`src/sv/elsu_pkg.sv`:
```
`timescale 1ns / 1ps

package elsu_pkg;

  // Fixed field widths
  localparam int IDX_W      = 12;
  localparam int SIZE_W     = 2;
  localparam int ORD_W      = 2;
  localparam int DATA_W     = 64;
  localparam int BYTE_W     = 8;

  // Byte banking: one bank per byte lane of an eight-byte word
  localparam int NUM_BANKS  = 8;
  localparam int LANE_W     = 3;

  localparam int STORE_BYTES_DEF = 4096;

  // Configuration port
  localparam int APB_DATA_W = 32;
  localparam int APB_ADDR_W = 2;
  localparam logic [APB_ADDR_W-1:0] ADDR_NATIVE_IS_BIG = '0;

  // Access kind
  typedef enum logic {
    OP_READ  = 1'b0,
    OP_WRITE = 1'b1
  } op_t;

  // Byte order codes; the remaining codes mean native
  localparam logic [ORD_W-1:0] ORD_LITTLE = 2'd0;
  localparam logic [ORD_W-1:0] ORD_BIG    = 2'd1;

  // Control that travels with an item from the bank read to the read aligner
  typedef struct packed {
    logic              is_read;  // read that passed the range check
    logic              sgn;
    logic              big;
    logic [SIZE_W-1:0] size;
    logic [LANE_W-1:0] lane;     // bank of the lowest addressed byte
  } rd_ctl_t;

  // Number of bytes for a width code
  function automatic logic [LANE_W:0] byte_count(input logic [SIZE_W-1:0] size);
    return (LANE_W+1)'(1) << size;
  endfunction

  // Offset from the start address of the k-th least significant value byte
  function automatic logic [LANE_W-1:0] lane_pos(input logic big,
                                                 input logic [LANE_W:0] nbytes,
                                                 input logic [LANE_W-1:0] k);
    logic [LANE_W:0] rev;
    rev = nbytes - (LANE_W+1)'(k) - (LANE_W+1)'(1);
    return big ? rev[LANE_W-1:0] : k;
  endfunction

endpackage

```
`src/sv/elsu_rd_align.sv`:
```
`timescale 1ns / 1ps

module elsu_rd_align
  import elsu_pkg::*;
(
  input  rd_ctl_t                          ctl,
  input  logic [NUM_BANKS-1:0][BYTE_W-1:0] bank_data,
  output logic [DATA_W-1:0]                value
);

  logic [LANE_W:0]   nbytes;
  logic [DATA_W-1:0] raw;
  logic              fill;

  assign nbytes = byte_count(ctl.size);

  // Gather value bytes from the banks in byte order
  always_comb begin
    logic [LANE_W-1:0] d;
    logic [LANE_W-1:0] bank;
    raw = '0;
    for (int k = 0; k < NUM_BANKS; k++) begin
      d    = lane_pos(ctl.big, nbytes, LANE_W'(k));
      bank = ctl.lane + d;
      if ((LANE_W+1)'(k) < nbytes) begin
        raw[k*BYTE_W +: BYTE_W] = bank_data[bank];
      end
    end
  end

  // Sign of the top value byte
  assign fill = ctl.sgn & raw[6'({nbytes, 3'b000} - 7'd1)];

  // Extend above the access width; zero for writes and rejected accesses
  always_comb begin
    value = '0;
    if (ctl.is_read) begin
      for (int k = 0; k < NUM_BANKS; k++) begin
        if ((LANE_W+1)'(k) < nbytes) begin
          value[k*BYTE_W +: BYTE_W] = raw[k*BYTE_W +: BYTE_W];
        end else begin
          value[k*BYTE_W +: BYTE_W] = {BYTE_W{fill}};
        end
      end
    end
  end

endmodule

```
`config.mk`:
```
export PLATFORM = sky130hd
export DESIGN_NAME = elsu_rd_align
export DESIGN_NICKNAME = d
export VERILOG_FILES = /design/src/sv/elsu_pkg.sv /design/src/sv/elsu_rd_align.sv
export SDC_FILE = /design/constraint.sdc
export NUM_CORES = 1
export LEC_CHECK = 0
export ABC_AREA = 0
export CAP_MARGIN = 0
export CORE_ASPECT_RATIO = 1.4
export CORE_MARGIN = 2
export CORE_UTILIZATION = 60
export DETAILED_ROUTE_END_ITERATION = 8
export DONT_BUFFER_PORTS = 1
export GPL_ROUTABILITY_DRIVEN = 0
export PLACE_DENSITY_LB_ADDON = 0.1
export SLEW_MARGIN = 5
export SYNTH_ARGS = -nofsm -noshare
export SYNTH_HDL_FRONTEND = slang
export SYNTH_SLANG_ARGS = --single-unit
```
`constraint.sdc`:
```
create_clock -name vclk -period 4.6
set_input_delay 0.23 -clock vclk [all_inputs]
set_output_delay 0.23 -clock vclk [all_outputs]
set_load 0.1 [all_outputs]
```
**Word-level counts from Yosys, hierarchy flattened**

Cells that the tools add are included.

- Mux-type cells: 43
- Add/sub/neg operators: 23
- $lt $le $gt $ge: 17
- Bitwise logic cells: 1
- Shift operators: 1

Operator list:

| cell | number |
|---|---|
| $bmux 8 s3 | 8 |
| $mux 8 | 24 |
| $mux 64 | 1 |
| $lt 3x4->1 const B | 8 |
| $add 3x3->3 | 8 |
| $mux 3 | 8 |
| $sub 3x1->3 const B | 8 |
| $lt 3x4->1 const A | 4 |
| $sub 3x3->3 const B | 4 |
| $lt 1x4->1 const A | 2 |
| $lt 2x4->1 const A | 2 |
| $lt 6x7->1 const B | 1 |
| $bmux 1 s6 | 1 |
| $sub 3x2->3 const B | 2 |
| $sub 6x1->6 const B | 1 |
| $shl 1x2->4 const A | 1 |
| $and 1x1->1 | 1 |
| $mux 1 | 1 |

- Register bits after elaboration: 0
- Input port bits: 72
- Output and inout bits: 64

**Logic depth before layout (Yosys ltp)**

Gate-level depths: netlist (run 1).

- Depth after elaboration: 13
- Mapped depth: 15
- Depth with buffers taken out: 14

**Least setup slack after synthesis (run 1)**

Ideal clock, no wire load.

- Kind: input-to-output
- Start: input ctl[3] (netlist name)
- End: output value[15]
- Arrival: 4941 ps
- Slack: -571 ps
- Data required time: 4370 ps
- Buffers on the path: 2
- Cell stages on the path: 15
- Cell sequence: inv_1 > ha_1 > clkinv_1 > nand2_1 > inv_1 > ha_1 > fa_1 > buf_1 > mux4_2 > mux2i_1 > a32oi_1 > nand4_1 > nand2b_1 > buf_4 > a21boi_0

- Longest elaborated chain between the ends: 13
- Elaborated cells between the ends (all ways): 69
- Classes of those cells: add/sub: 23; order compare: 8; shift: 1; mux: 36; bitwise: 1

RTL lines:

| item | line | text |
|---|---|---|
| start, declared | elsu_rd_align.sv:6 | `input rd_ctl_t ctl,` |
| $shl 1x2->4 * | elsu_pkg.sv:44 | `return (LANE_W+1)'(1) << size;` |
| $sub 3x1->3 (tied with other cells) | elsu_pkg.sv:52 | `rev = nbytes - (LANE_W+1)'(k) - (LANE_W+1)'(1);` |
| $sub 3x1->3 | elsu_pkg.sv:52 |  |
| $mux 3 | elsu_pkg.sv:53 | `return big ? rev[LANE_W-1:0] : k;` |
| $add 3x3->3 | elsu_rd_align.sv:24 | `bank = ctl.lane + d;` |
| $bmux 8 s3 | elsu_rd_align.sv:26 | `raw[k*BYTE_W +: BYTE_W] = bank_data[bank];` |
| $mux 8 (implied by the code) | elsu_rd_align.sv:26 |  |
| $mux 8 | elsu_rd_align.sv:25 | `if ((LANE_W+1)'(k) < nbytes) begin` |
| $bmux 1 s6 | elsu_rd_align.sv:32 | `assign fill = ctl.sgn & raw[6'({nbytes, 3'b000} - 7'd1)];` |
| $mux 1 (implied by the code) | elsu_rd_align.sv:32 |  |
| $and 1x1->1 | elsu_rd_align.sv:32 |  |
| $mux 8 * | elsu_rd_align.sv:39 | `if ((LANE_W+1)'(k) < nbytes) begin` |
| $mux 64 * | elsu_rd_align.sv:37 | `if (ctl.is_read) begin` |
| end, declared | elsu_rd_align.sv:8 | `output logic [DATA_W-1:0] value` |

Every way passes the cells marked *; elsewhere a longest branch is shown, timed or not. The select of a mux whose other input is x is not followed.

**Final worst setup path (run 1)**

- Start: input ctl[3] (netlist name)
- End: output value[0]

Same word-level chain as after synthesis.

==> impl_results.md, run 1 <==
* Crit path cell chain: inv_1, ha_1, clkinv_1, nand2_1, ha_1, inv_1, fa_1, mux4_2, mux2i_1, nand4_1, nand4_1, nand2b_1, o22ai_2, buf_12
* Diode count at 0
* First-pass GRT wire length at around 21000 um
* CP Capture Type: output pin
* Largest stage delay, worst path at roughly 0.75 ns
* Most common library cell in the layout ignoring fill and taps: mux4_2
* Seq cells at 0
* Fin crit share at between 90% and 100%
* Post-synthesis mux area share at 67.2%
* Layout cells sized above 1 at 63.5%
* Critical path data arrival time at approximately 4.1 ns
* Wirelength per Cell at ~31 um
* Final setup fails at 0
* Crit path kind: in -> out
* Fin. max-slew vios at 0
* Drt drc at 0
* Clock buffer count at 0
* Netlist cell types at 37
* Worst path required time at 4.37 ns
* # nets final at 459
* Leakage at just over 0.002 uW
* Synth warn at 0
* Post-synthesis cell area at between 3000 and 4000 sq um
* Detailed placement HPWL at ~11000 um
* Mapped Nets at between 400 and 500
* Final Hold Violating Endpoints at 0
* Final min period at approximately 4.3 ns
* Status: finished clean
* Core area at ~5900 sq um
* Rows at 33
* Worst slew pin tran at roughly 1.1 ns
* Drt first-iter violations at ~400
* RSZ-0062 raised after global routing: no
* Avg Inst Size Synth at between 10 and 15 sq um
* Hold Path Class: in -> out
* Grt total ovfl at 0
* Final WL at between 10000 and 15000 um
* Final std cells w/o fill at 440
* Adder-cell area share of the yosys netlist at under 10%
* Die Y at about 96 um
* ANT nets after route at 0
* TritonRoute pass-1 iters at 5
* Total vias in the final route at 3686
* Routed vias/inst at between 8 and 9
* Max_slew headroom at roughly a quarter
* Post-cts resize count at 0
* CP max FO at 9
* Largest net degree at the start of global routing at 28
* Dpl cells at 440
* Initial core utilization at a little over 60%
* Main combinational cell family by area after synthesis: multiplexers
* Register area share after synthesis at 0%
* XOR/XNOR Fraction of Synth Area at 3.67%
* Hold buffer count at CTS at 0
* Setup Buffers After CTS at 0
* Max IR drop VDD at around 0.24 mV
* Compound-cell area share of the yosys netlist at between 10% and 20%
* Commonest cells after routing, fill and taps aside: mux4_2, mux2i_1, buf_12
* Max-Cap Viols at 0
* Layout area overhead at 40.8%
* Die area at 6730 sq um
* Port Buf Inserts at 0
* Startpoint Class: primary input
* Initial antenna violation count at 0
* Die X at 69.9 um
* Slowest cell on the critical path: fa_1
* Gr usage total at about two fifths
* Number of global-route vias before repair at ~3800
* Syn Inst Count at 324
* # IOs at about 140
* Area occupied by registers at 0 sq um
* F_max at between 0.2 and 0.25 GHz
* Pwr/cell area at around 330 nW/um^2
* Setup TNS at 0 ns
* Synth Area in Simple Gates at about 6%
synth_stat cells:
cell type | instances | area share, %
a21boi_0 | 1 | 0.21
a21oi_1 | 33 | 4.5
a21oi_4 | 1 | 0.45
a311o_2 | 1 | 0.31
a32oi_1 | 1 | 0.24
and2_1 | 1 | 0.17
and3_1 | 1 | 0.17
buf_1 | 3 | 0.31
buf_2 | 10 | 1.4
buf_4 | 1 | 0.21
buf_6 | 3 | 0.93
clkbuf_1 | 15 | 1.5
clkbuf_2 | 2 | 0.27
clkinv_1 | 1 | 0.10
fa_1 | 5 | 2.7
ha_1 | 10 | 3.4
inv_1 | 10 | 1.0
mux2_2 | 1 | 0.31
mux2i_1 | 64 | 18
mux4_2 | 80 | 49
nand2_1 | 24 | 2.5
nand2b_1 | 1 | 0.17
nand3_1 | 3 | 0.41
nand4_1 | 2 | 0.34
nor2_1 | 10 | 1.0
nor2b_1 | 2 | 0.34
nor4b_4 | 1 | 0.65
o2111ai_1 | 1 | 0.24
o211ai_4 | 1 | 0.58
o21ai_0 | 9 | 1.2
o21ai_1 | 2 | 0.27
o21bai_1 | 9 | 1.9
o22ai_1 | 8 | 1.4
or2_2 | 1 | 0.17
xnor2_4 | 1 | 0.75
xnor3_1 | 4 | 2.5
xor2_2 | 1 | 0.45
metrics by stage:
step                      util (%)  hold slack [ns]  instance area (sq um)  total power (uW)  setup WS (ns)
after floorplan                  -            0.931                   3650              1160          0.153
after global placement        87.7            0.767                   5140              1640          0.514
after detailed placement      87.7            0.767                   5140              1690          0.357
after CTS                     87.7            0.767                   5140              1690          0.351
after global routing          87.7            0.778                   5140              1750         0.0647
final                         87.7            0.767                   5140              1700          0.258
power breakdown:
part	internal [uW]	leakage [uW]	switching, uW
logic	661	0.00203	1040
clock network	0	0	0
registers	0	0	0
total	661	0.00203	1040
worst paths after layout:
path | from | endpoint | slack (ns) | cells past startpoint
worst max-delay path | ctl[3] | value[0] | 0.26 | 14
worst min-delay path | ctl[7] | value[30] | 0.77 | 3
layout make-up:
cell class | count | area (sq um)
Tap cell | 70 | 87.6
Multi-Input combinational cell | 279 | 3700
Inverter | 11 | 41.3
Timing Repair Buffer | 80 | 1310
Fill cell | 251 | 721
kinds of logic (layout without fill, tap and decap cells):
logic type	Yosys count	count (layout)
AND/OR/NAND/NOR	46	46
XOR/XNOR	6	6
adder cells (fa/ha/maj)	15	15
AO/OA/AOI/OAI	67	67
buffers and inverters	45	91
multiplexers	145	145
critical path: cells and delay by family:
| family | cells | cell delay, ns |
|---|---|---|
| simple gates | 4 | 1.04 |
| mux | 2 | 0.87 |
| fa+ha+maj | 3 | 1.18 |
| compound gates | 1 | 0.18 |
| buf+inv | 4 | 0.58 |
metal layers:
layer,up-vias,global-route usage [%],part of all wire (%)
met2,354,72.4,50
met5,-,0,0
li1,1436,-,-
met3,86,7.75,11
met4,0,18.4,6.3
met1,1810,49.0,32
Note: power is estimated with default switching activity, not from simulation.
==> inputs of run 2 (changes only) <==
--- a/config.mk
+++ b/config.mk
@@ -9,7 +9,7 @@
 export CAP_MARGIN = 0
 export CORE_ASPECT_RATIO = 1.4
 export CORE_MARGIN = 2
-export CORE_UTILIZATION = 60
+export CORE_UTILIZATION = 50
 export DETAILED_ROUTE_END_ITERATION = 8
 export DONT_BUFFER_PORTS = 1
 export GPL_ROUTABILITY_DRIVEN = 0
==> run 2 against run 1 <==
- clock-buffer cell count is the same
- core utilization shrank 14 points
- combinational power is essentially flat
- sequential share of layout area is the same
- critical endpoint unchanged
- largest cell class unchanged
- largest power group unchanged
- highest routed layer unchanged
==> impl_results.md, run 2 (synthesis gave the netlist of run 1 again) <==
* Status: finished clean
* F_max at 0.237 GHz (+2.8%)
* Initial antenna violation count at 0 (unchanged)
* Hold Path Class: in -> out
* Most common library cell in the layout ignoring fill and taps: mux4_2
* Worst Hold Depth at 3 (unchanged)
* Hold_sp: ctl[7]
* Fin. max-slew vios at 0 (unchanged)
* Number of global-route vias before repair at 3665 (-4.2%)
* Largest stage delay, worst path at 0.55 ns (-0.20 ns)
* Die Y at 105 um (+9.1%)
* Final min period at 4.22 ns (-0.118 ns)
* Buf+Inv Stages, Crit Path at 5 (+1)
* Setup TNS at 0 ns (unchanged)
* Gr usage total at 31.8% (-9.1 points)
* ANT nets after route at 0 (unchanged)
* Total vias in the final route at 3451 (-6.4%)
* Final WL at 12900 um (-6.2%)
* Die area at 8010 sq um (+19%)
* Worst slew pin tran at 1.10 ns (-0.00357 ns)
* Seq cells at 0 (unchanged)
* Hold buffer count at CTS at 0 (unchanged)
* Commonest cells after routing, fill and taps aside: mux4_2, mux2i_1, buf_12
* Post-cts resize count at 0 (unchanged)
* Rows at 36 (+9.1%)
* RSZ-0062 raised after global routing: no
* Crit path kind: in -> out
* First-pass GRT wire length at 20000 um (-5.1%)
* Layout area overhead at 41.7%
* Endpoint of the worst hold path: value[29]
* Fin crit share at 91.8% (-2.6 points)
* Diode count at 0 (unchanged)
* Clock buffer count at 0 (unchanged)
* Area occupied by registers at 0 sq um (unchanged)
* Met3 Track Usage GR at 5.27% (-2.5 points)
* Grt total ovfl at 0 (unchanged)
* # nets final at 459 (unchanged)
* Final Hold Violating Endpoints at 0 (unchanged)
* Critical path data arrival time at 3.99 ns (-0.12 ns)
* Max IR drop VDD at 0.187 mV (-22%)
* Cell family with most CP delay: adder cells
* Final setup fails at 0 (unchanged)
* Fin Hold WS at 0.773 ns (+0.00533 ns)
* CP Capture Type: output pin
* Setup Buffers After CTS at 0 (unchanged)
* Slowest cell on the critical path: fa_1
* Drt drc at 0 (unchanged)
* CP max FO at 9 (unchanged)
* Routed vias/inst at 7.42 (-11%)
* # IOs at 136 (unchanged)
* Worst path required time at 4.37 ns (about the same)
* TritonRoute pass-1 iters at 6 (+1)
* Largest net degree at the start of global routing at 29 (+3.6%)
* Grt met2 use at 60.4% (-12 points)
* Layout cells sized above 1 at 63.5% (unchanged)
* Max-Cap Viols at 0 (unchanged)
* Core area at 7030 sq um (+20%)
* Crit path cell chain: inv_1, ha_1, clkinv_1, nand2_1, ha_2, inv_1, fa_1, buf_4, mux4_2, mux2i_1, nand2_1, a311o_2, nand2b_1, o22ai_2, buf_12
* GRT busiest layer: met2
* Placed cell areas at 5170 sq um (+0.61%)
* Drt first-iter violations at 210 (-48%)
* Leakage at 0.00203 uW (about the same)
* Detailed placement HPWL at 10300 um (-6.3%)
* Fin area at 5170 sq um (+0.61%)
* Die X at 76.2 um (+9.0%)
* Max_slew headroom at 26.9% (+0.72 points)
* Port Buf Inserts at 0 (unchanged)
* Initial core utilization at 52.0% (-10 points)
* Met1 GRT Util at 35.7% (-13 points)
* Startpoint Class: primary input
* Pwr/cell area at 324 nW/um^2 (-2.2%)
* Wirelength per Cell at 27.8 um (-11%)
-- run 2: cell counts in the layout (fill, tap and decap cells not counted) --
No cell type changed its count.
-- run 2: stage by stage --
step           power [uW]  setup WS [ns]  util [%]  instances
2_1_floorplan        1160          0.153         -        324
3_3_place_gp         1650          0.502      73.6        465
3_5_place_dp         1670          0.470      73.6        465
4_1_cts              1670          0.463      73.6        465
5_1_grt              1730          0.172      73.6        465
6_report             1680          0.376      73.6        465
-- run 2: layout make-up --
type | instances | area, sq um
tap | 95 | 119
fill | 499 | 1850
inverter | 11 | 41.3
multi-input combinational | 279 | 3700
timing repair buffer | 80 | 1310
-- run 2: where the power goes --
part	total (uW)	leakage, uW	switching (uW)	internal (uW)
combinational	1680	0.00203	1020	659
clock	0	0	0	0
sequential	0	0	0	0
total	1680	0.00203	1020	659
-- run 2: worst min-delay path, delay by kind of cell --
family | cells | cell delay, ns
buffers and inverters | 1 | 0.22
AND/OR/NAND/NOR | 2 | 0.09
-- run 2: how the worst max path moves through the flow --
stage | start | end | slack, ns | depth (start not counted)
after detailed placement | ctl[4] | value[37] | 0.47 | 16
after floorplan | ctl[3] | value[0] | 0.15 | 15
after global placement | ctl[3] | value[37] | 0.50 | 15
final | ctl[4] | value[0] | 0.38 | 15
after CTS | ctl[4] | value[37] | 0.46 | 16
after global routing | ctl[3] | value[0] | 0.17 | 16
-- run 2: layer usage --
layer  up-vias  share of wire, %
li1       1431                 -
met1      1719                31
met2       254                56
met3        47               9.2
met4         0               3.7
met5         -                 0
==> inputs of run 3 (changes only) <==
--- a/config.mk
+++ b/config.mk
@@ -9,7 +9,7 @@
 export CAP_MARGIN = 0
 export CORE_ASPECT_RATIO = 1.4
 export CORE_MARGIN = 2
-export CORE_UTILIZATION = 50
+export CORE_UTILIZATION = 40
 export DETAILED_ROUTE_END_ITERATION = 8
 export DONT_BUFFER_PORTS = 1
 export GPL_ROUTABILITY_DRIVEN = 0
==> constraint.sdc (replaced) <==
create_clock -name vclk -period 4.6
set_input_delay 0 -clock vclk [all_inputs]
set_output_delay 0 -clock vclk [all_outputs]
set_load 0.1 [all_outputs]
==> run 3 against run 2 <==
- final cell count rose by 0.86%
- combinational power fell by 13%
- setup slack improved by 0.16 ns
- via count fell by 5.7%
==> impl_results.md, run 3 (synthesis gave the netlist of run 1 again) <==
* Worst slew pin tran at 1.13 ns (+0.0315 ns)
* Total vias in the final route at 3255 (-5.7%)
* Initial core utilization at 40.9% (-11 points)
* ANT nets after route at 0 (unchanged)
* Diode count at 0 (unchanged)
* Seq cells at 0 (unchanged)
* Layout area overhead at 20.9%
* Pwr/cell area at 333 nW/um^2 (+2.9%)
* Fin area at 4420 sq um (-15%)
* F_max at 0.246 GHz (+4.0%)
* Detailed placement HPWL at 10500 um (+1.5%)
* Hold buffer count at CTS at 0 (unchanged)
* Initial antenna violation count at 0 (unchanged)
* Post-cts resize count at 0 (unchanged)
* Leakage at 0.00180 uW (-11%)
* Crit path kind: in -> out
* Final setup fails at 0 (unchanged)
* Port Buf Inserts at 0 (unchanged)
* Setup Buffers After CTS at 0 (unchanged)
* CP Capture Type: output pin
* RSZ-0062 raised after global routing: no
* # IOs at 136 (unchanged)
* Hold Path Class: in -> out
* Final WL at 13200 um (+1.7%)
* Number of global-route vias before repair at 3701 (+0.98%)
* Slowest cell on the critical path: ha_2
* Setup TNS at 0 ns (unchanged)
* Critical path data arrival time at 4.06 ns (+0.07 ns)
* Grt total ovfl at 0 (unchanged)
* Worst Hold Depth at 3 (unchanged)
* Gr usage total at 26.5% (-5.4 points)
* Max-Cap Viols at 0 (unchanged)
* # nets final at 451 (-1.7%)
* Die X at 84.7 um (+11%)
* Fin Hold WS at 0.312 ns (-0.461 ns)
* Drt drc at 0 (unchanged)
* Final setup margin at 0.540 ns (+0.164 ns)
* Startpoint Class: primary input
* Cell family with most CP delay: multiplexers
* Place WS at 0.582 ns (+0.111 ns)
* Commonest cells after routing, fill and taps aside: mux4_2, buf_4, mux2i_1
* Core area at 8930 sq um (+27%)
* TritonRoute pass-1 iters at 4 (-2)
* Die area at 9920 sq um (+24%)
* Drt first-iter violations at 152 (-28%)
* CP max FO at 20 (+11)
* Most common library cell in the layout ignoring fill and taps: mux4_2
* Max_slew headroom at 24.7% (-2.1 points)
* Clock buffer count at 0 (unchanged)
* Crit path depth at 14 (-1)
* Max IR drop VDD at 0.199 mV (+6.4%)
* Largest stage delay, worst path at 0.60 ns (+0.05 ns)
* Fin. max-slew vios at 0 (unchanged)
* Placed cell areas at 4420 sq um (-15%)
* Status: finished clean
* Largest net degree at the start of global routing at 28 (-3.4%)
* First-pass GRT wire length at 20200 um (+1.3%)
* Routed vias/inst at 6.94 (-6.5%)
* Endpoint of the worst hold path: value[30]
* Fin crit share at 88.3% (-3.6 points)
* Final Hold Violating Endpoints at 0 (unchanged)
* Die Y at 117 um (+11%)
* Util after Layout at 49.5% (-24 points)
* Crit path cell chain: inv_1, ha_1, clkinv_1, nand2_1, inv_1, ha_2, mux4_2, mux2i_1, nor2_1, a311o_2, o211ai_4, buf_4, a21oi_2, buf_4
* Worst path required time at 4.60 ns (+0.23 ns)
* Layout cells sized above 1 at 62.7% (-0.81 points)
* Hold_sp: ctl[7]
* Rows at 41 (+14%)
* Final min period at 4.06 ns (-0.164 ns)
* Area occupied by registers at 0 sq um (unchanged)
* Buf+Inv Stages, Crit Path at 5 (unchanged)
* Wirelength per Cell at 28.1 um (+0.86%)
[run 3: changes by cell type in the layout (fill, tap and decap cells not counted), sizes merged]
cell / previous run / this run
buf: 80 / 72
[run 3: cell type report]
cell class                      count  area, sq um
Multi-Input combinational cell    279         3700
Inverter                           11         41.3
Fill cell                         835         4510
Tap cell                          107          134
Timing Repair Buffer               72          541
[run 3: per-layer routing]
layer	wire (um)	track usage, %
met1	4240	30.8
met2	7470	49.1
met3	1080	3.30
met4	365	11.1
met5	0	0
[run 3: power breakdown]
part / internal [uW] / switching, uW / total [uW]
combinational: 496 / 975 / 1470
sequential: 0 / 0 / 0
clock: 0 / 0 / 0
total: 496 / 975 / 1470
[run 3: through the flow]
stage | instances | total power [uW]
after global placement | 469 | 1460
final | 469 | 1470
after global routing | 469 | 1540
after detailed placement | 469 | 1470
after floorplan | 324 | 1160
after CTS | 469 | 1470
[run 3: worst max-delay path by stage]
stage	slack, ns	end	start
after floorplan	0.29	value[12]	ctl[3]
after global placement	0.59	value[40]	ctl[3]
after detailed placement	0.58	value[32]	ctl[3]
after CTS	0.58	value[32]	ctl[3]
after global routing	0.32	value[32]	ctl[4]
final	0.54	value[32]	ctl[3]
[run 3: worst min-delay path, stage by stage]
cell	delay (ns)
nand2_1	0.05
nor2_2	0.03
buf_4	0.22
